**src/rtl/core/mvn_pkg.sv**
```systemverilog
// Shared types and constants for the mesh vertex normal block.
// Used by the front, the back, the normalizer and the top level; depends on nothing.
package mvn_pkg;

  // Field widths fixed by the item formats.
  localparam int IDX_W   = 10;
  localparam int COORD_W = 16;
  localparam int NORM_W  = 16;
  localparam int SUM_W   = 28;

  // Internal datapath widths.
  localparam int EDGE_W  = COORD_W + 1;   // difference of two coordinates
  localparam int PROD_W  = 2 * EDGE_W;    // one cross-product term
  localparam int VEC_W   = 36;            // cross component or extended sum
  localparam int MAG_W   = 35;            // magnitude of a VEC_W value
  localparam int SQ_W    = 62;            // sum of three squares and root state
  localparam int LEN_W   = 31;            // vector length after normalizing
  localparam int DIV_W   = 45;            // divider remainder and divisor
  localparam int QUO_W   = 15;            // quotient, at most 2^14
  localparam int FRAC_SHIFT = 14;         // Q1.14 scale

  // Item actions as carried on tuser.
  typedef enum logic [1:0] {
    ACT_CLEAR = 2'd0,
    ACT_LOAD  = 2'd1,
    ACT_FACE  = 2'd2,
    ACT_READ  = 2'd3
  } action_t;

  // Result kinds.
  typedef enum logic {
    KIND_FACE   = 1'b0,
    KIND_VERTEX = 1'b1
  } kind_t;

  // One request as held in the queue between front and back.
  typedef struct packed {
    action_t                     act;
    logic [IDX_W-1:0]            idx_a;
    logic [IDX_W-1:0]            idx_b;
    logic [IDX_W-1:0]            idx_c;
    logic signed [COORD_W-1:0]   x;
    logic signed [COORD_W-1:0]   y;
    logic signed [COORD_W-1:0]   z;
  } item_t;

  // One result item.
  typedef struct packed {
    logic signed [NORM_W-1:0] nx;
    logic signed [NORM_W-1:0] ny;
    logic signed [NORM_W-1:0] nz;
    kind_t                    kind;
    logic                     degen;
  } result_t;

  // Normalizer response.
  typedef struct packed {
    logic                     done;
    logic                     degen;
    logic signed [NORM_W-1:0] qx;
    logic signed [NORM_W-1:0] qy;
    logic signed [NORM_W-1:0] qz;
  } norm_rsp_t;

  // Normalizer sequencer states.
  typedef enum logic [2:0] {
    N_IDLE,
    N_SHIFT,
    N_SQUARE,
    N_ROOT,
    N_DIV_INIT,
    N_DIV,
    N_DONE
  } norm_state_t;

  // Back-end sequencer states.
  typedef enum logic [3:0] {
    B_CLEAR,
    B_IDLE,
    B_FA,
    B_FB,
    B_FC,
    B_EDGE,
    B_CROSS,
    B_RRD,
    B_RCAP,
    B_NSTART,
    B_NWAIT,
    B_OUT,
    B_SRD,
    B_SWR
  } back_state_t;

endpackage

```
**src/rtl/core/mvn_front.sv**
```systemverilog
// Front end: accepts requests, drops those with an index out of range, and queues the rest.
// Depends on mvn_pkg.
module mvn_front
  import mvn_pkg::*;
#(
  parameter int MAX_VERTICES = 1024
) (
  input  logic  clk,
  input  logic  rst,
  input  logic  in_valid,
  output logic  in_ready,
  input  item_t in_item,
  input  logic  hold,
  output logic  q_valid,
  output item_t q_item,
  input  logic  q_pop
);

  localparam int QDEPTH = 2;

  item_t      fifo [QDEPTH];
  logic       wr_ptr;
  logic       rd_ptr;
  logic [1:0] count;
  logic       a_ok, b_ok, c_ok;
  logic       keep;
  logic       push;
  logic       pop;

  // Range checks on the indices that each action uses.
  assign a_ok = int'(in_item.idx_a) < MAX_VERTICES;
  assign b_ok = int'(in_item.idx_b) < MAX_VERTICES;
  assign c_ok = int'(in_item.idx_c) < MAX_VERTICES;

  always_comb begin
    case (in_item.act)
      ACT_CLEAR:          keep = 1'b1;
      ACT_LOAD, ACT_READ: keep = a_ok;
      ACT_FACE:           keep = a_ok & b_ok & c_ok;
      default:            keep = 1'b0;
    endcase
  end

  // The queue stops taking requests when full or while the sums are swept after reset.
  assign in_ready = (count != 2'(QDEPTH)) & ~hold;
  assign push     = in_valid & in_ready & keep;
  assign q_valid  = count != 2'd0;
  assign q_item   = fifo[rd_ptr];
  assign pop      = q_pop & q_valid;

  always_ff @(posedge clk) begin
    if (rst) begin
      wr_ptr <= 1'b0;
      rd_ptr <= 1'b0;
      count  <= 2'd0;
    end else begin
      if (push) begin
        wr_ptr <= ~wr_ptr;
      end
      if (pop) begin
        rd_ptr <= ~rd_ptr;
      end
      count <= count + 2'(push) - 2'(pop);
    end
  end

  // Queue storage needs no reset.
  always_ff @(posedge clk) begin
    if (push) begin
      fifo[wr_ptr] <= in_item;
    end
  end

endmodule

```
**config.mk**
```make
export PLATFORM = sky130hd
export DESIGN_NAME = mvn_front
export DESIGN_NICKNAME = d
export VERILOG_FILES = /design/src/rtl/core/mvn_pkg.sv /design/src/rtl/core/mvn_front.sv
export SDC_FILE = /design/constraint.sdc
export NUM_CORES = 1
export LEC_CHECK = 0
export BUFFER_PORTS_ARGS = -buffer_cell sky130_fd_sc_hd__buf_2
export CAP_MARGIN = 10
export CELL_PAD_IN_SITES_DETAIL_PLACEMENT = 0
export CELL_PAD_IN_SITES_GLOBAL_PLACEMENT = 1
export CORE_ASPECT_RATIO = 1.2
export CORE_MARGIN = 4
export CORE_UTILIZATION = 47
export DETAILED_ROUTE_END_ITERATION = 10
export PLACE_DENSITY = 0.91
export SLEW_MARGIN = 20
export SYNTH_ARGS = -nofsm -noshare
export SYNTH_HDL_FRONTEND = slang
export SYNTH_SLANG_ARGS = --single-unit
```
**constraint.sdc**
```tcl
create_clock -name clk -period 6.5 [get_ports clk]
set_clock_uncertainty 0.15 [all_clocks]
set_input_delay 1.3 -clock clk [delete_from_list [all_inputs] [get_ports clk]]
set_output_delay 1.3 -clock clk [all_outputs]
set_load 0.02 [all_outputs]
```
# Word-level counts from Yosys, hierarchy flattened
# Memory sizes are Yosys's and may differ from the RTL's. A register that Yosys moved wholly into a read port is not among the register bits.
# Cells that the tools add are included.
dict set report classes {
  n_addsub 2
  n_eq_ne 4
  n_mux 5
  bitwise_logic 7
  n_reduce_logical 3
}
# op n
set ops {}
lappend ops {{1-bit 2-to-1 mux} 5}
lappend ops {{1-bit AND} 4}
lappend ops {{2-bit == test, second input constant} 2}
lappend ops {{4-bit OR reduction} 1}
lappend ops {{1-bit inverter} 3}
lappend ops {{2-bit by 1-bit adder with 2-bit output} 1}
lappend ops {{2-bit by 1-bit == test with 1-bit output, second input constant} 1}
lappend ops {{2-bit zero test} 1}
lappend ops {{2-bit != test, second input constant} 1}
lappend ops {{2-bit nonzero test} 1}
lappend ops {{2-bit by 1-bit subtractor with 2-bit output} 1}
dict set report totals {
  regBits 4
  mem_bits_rw 160
  inputBits 85
  out_inout_bits 82
  word_cells 25
  n_memories 1
}
# memory depth word_bits rd rd_ports_with_merged_regs write_ports line_no
set mem_list {}
lappend mem_list {fifo 2 80 1 1 1 mvn_front.sv:21} ;# item_t fifo [QDEPTH];

# Longest topological paths before layout
dict set report depth {
  word_depth 6
  depth_mapped 9
}

# Worst setup path after synthesis
# No wires, ideal clock.
dict set report synth_timing {
  path_kind {input to register}
  startpoint {input hold}
  endpoint {memory fifo[1][0] in the netlist's numbering, enable pin}
  arrival_ns 3.653
  setup_slack_ns 2.250
  cell_stages 2
  path_buffers 0
  path_cell_list {nor2_1 and3_1}
}
dict set report synth_via {
  elab_chain_len 6
}
# item line_no
set synth_rtl {}
lappend synth_rtl {{start, declared} mvn_front.sv:13} ;# input logic hold,
lappend synth_rtl {{1-bit inverter} mvn_front.sv:45} ;# assign in_ready = (count != 2'(QDEPTH)) & ~hold;
lappend synth_rtl {{1-bit AND} mvn_front.sv:45}
lappend synth_rtl {{1-bit AND (2 in series)} mvn_front.sv:46} ;# assign push = in_valid & in_ready & keep;
lappend synth_rtl {{1-bit 2-to-1 mux} mvn_front.sv:69} ;# if (push) begin
lappend synth_rtl {{1-bit 2-to-1 mux (implied by the code)} mvn_front.sv:70} ;# fifo[wr_ptr] <= in_item;
lappend synth_rtl {{end, declared} mvn_front.sv:21}
# No other way between the ends.

==> impl_metrics.tcl <==
set metrics [dict create \
    tightest_slew_ns 0.682 \
    synthAdderAreaFrac 0.00414 \
    wl_um 10500 \
    multi_input_area_sq_um 1040 \
    grt_max_degree 81 \
    synth-xor-area-share 0.00290 \
    rsz0062_at_grt "false" \
    period_share 0.518 \
    holdBufCountCts 0 \
    dp_cells 598 \
    clk_latency_ns 0.40 \
    htree_num_levels 4 \
    cts_buffer_depth 2 \
    busiest_layer "met2" \
    ys_warn_count 0 \
    holdCritStartpoint "rd_ptr" \
    clkTransAtPathRegs_ns 0.06 \
    seq_area_sq_um 4910 \
    grt_use_met2 0.265 \
    routedWlPerCell_um 16.6 \
    track_usage 0.146 \
    final.setup.tns_ns 0 \
    vias 3095 \
    worstPathArrival_ns 1.92 \
    chipHeight_um 132 \
    crit-reg2reg-launch "count[1]" \
    clock-sinks 165 \
    fp-row-count 45 \
    layout-drive-gt1-share 0.439 \
    cts_setup_buffers 0 \
    via_per_inst 4.90 \
    setup_viol 0 \
    drc_errors 0 \
    crit_path_end_kind "primary output" \
    max_stage_delay_ns 0.63 \
    status "completed" \
    hold_violations 0 \
    max_cap_violations 0 \
    path_cells "buf_16 -> mux2_1 -> buf_2" \
    synth_top_family_by_area "multiplexers" \
    grt_pass1_vias 3327 \
    grt.overflow.total 0 \
    ios 167 \
    slew_violations 0 \
    setup.worst_path.start_class "flip-flop" \
    critPathSlowestCell "dfxtp_4" \
    min_period_ns 3.37 \
    synth_cell_types 22 \
    postSynthAreaPerCell_sq_um 21.9 \
    hp-class "flip-flop to flip-flop" \
    hpwlAfterDp_um 6850 \
    seq_area_frac_synth 0.811 \
    synth_compound_area_frac 0.00310 \
    maxSlewHeadroom 0.545 \
    cts-buffers-inserted 17 \
    crit_type "flip-flop to primary output" \
    grt_pass1_wl_um 16600 \
    place_area_sq_um 7000 \
    place.gp.congestion 0.714 \
    r2r_cells 4 \
    design_area_sq_um 7610 \
    die_area_sq_um 14700 \
    crit_path_max_fanout 51 \
    io_buffer_count 166 \
    syn_nets 363 \
    dr.first_iter.drc_count 120 \
    ant_nets 0 \
    drt-pass1-iter-count 4 \
    start_util 0.479 \
    fmax_ghz 0.297 \
    antennaDiodeCount 0 \
    max-vdd-ir-drop_uv 190 \
    die_w_um 112 \
    synthesis.area_sq_um 6040 \
    coreArea_sq_um 12600 \
    required_ns 5.05 \
    cts_tree "built" \
    use_met3 0.0523 \
    ys_seq_elements 165 \
    netlist_instances 276 \
    layout.core_utilization 0.604 \
    synthMuxAreaShare 0.149 \
    nNetsFinal 542 \
    yosys.area_share.simple 0.0124 \
    grt_use_met1 0.160 \
    root_buffer "clkbuf_16" \
    p_total_mw 2.90 \
    n_fill_cell 952 \
    area_delta_synth_final_pct 26.0 \
    cellPowerDensity_nw_per_um2 381 \
    instances_no_fill 631 \
    min_delay_path_depth 2 \
    power_leakage_nw 2.85 \
    cts-resized-gates 0 \
    antenna_found_initial 0 \
]
## worst max-delay path: cells and delay by family (launching register included)
family,cells,cell delay (ns)
mux,1,0.38
flops,1,0.63
buf+inv,2,0.49
## Yosys cell counts
| master | count | area share |
|---|---|---|
| ha_1 | 2 | 0.0041 |
| mux2_1 | 80 | 0.15 |
| nor3_1 | 1 | 0.00083 |
| buf_6 | 8 | 0.015 |
| o21a_2 | 1 | 0.0014 |
| or3_1 | 1 | 0.0010 |
| buf_2 | 1 | 0.00083 |
| or2_2 | 1 | 0.0010 |
| nor2_1 | 4 | 0.0025 |
| nand2_1 | 1 | 0.00062 |
| edfxtp_1 | 160 | 0.79 |
| nand2b_1 | 1 | 0.0010 |
| o21ai_0 | 1 | 0.00083 |
| xnor2_1 | 1 | 0.0014 |
| dfxtp_1 | 5 | 0.017 |
| and2_1 | 1 | 0.0010 |
| a21oi_1 | 1 | 0.00083 |
| nor2b_1 | 1 | 0.0010 |
| inv_1 | 2 | 0.0012 |
| nor2b_4 | 1 | 0.0023 |
| and3_1 | 1 | 0.0010 |
| xor2_1 | 1 | 0.0014 |
## power breakdown
part           switching [mW]  leakage, nW  internal, mW
combinational           0.401         1.07         0.262
sequential             0.0513         1.51          1.26
clock                   0.395        0.265         0.529
total                   0.847         2.85          2.06
## layout make-up
class,instances,share of cell area
clock inverters,14,0.0171
clock buffers,17,0.0559
well taps,164,0.0270
repair buffers,169,0.117
flip-flops and latches,165,0.645
multi-input cells,100,0.137
inverters,2,0.00115
## final timing paths
kind,endpoint,slack (ns)
max,q_item[16],3.13
min,flip-flop,0.37
max reg2reg,fifo[0][75],4.02
min reg2reg,flip-flop,0.37
## placed cells by master (no fill, tap or decap), types with 2 or more instances in the layout
cell type	synthesis	routed
buf_2	1	166
inv_6	0	2
edfxtp_1	160	160
clkinv_2	0	3
clkinv_4	0	4
buf_16	0	2
nor2_1	4	4
mux2_1	80	80
dfxtp_1	5	4
clkinvlp_4	0	3
clkbuf_16	0	17
ha_1	2	2
## per-stage QoR
step / setup slack, ns / hold slack (ns)
after detailed placement: 2.94 / 0.358
after global routing: 3.02 / 0.417
after CTS: 2.89 / 0.379
final: 3.13 / 0.366
after global placement: 3.01 / 0.336
after floorplan: 2.25 / 0.302
## registers in the layout (all words and copies together), names as in the netlist, named ones only
name and flops:
fifo 160, count 2, rd_ptr 1, wr_ptr 1
## routing by layer
layer  wire length, um  vias to the layer above
met1              4070                     1535
li1                  -                     1447
met5                 0                        -
met3               699                       10
met2              5580                      103
met4               109                        0
## kinds of logic after synthesis
group           after synthesis
compound gates                3
xor+xnor                      2
fa+ha+maj                     2
buf+inv                      11
flops                       165
mux                          80
simple gates                 13
Power figures use the tool's default switching activity.
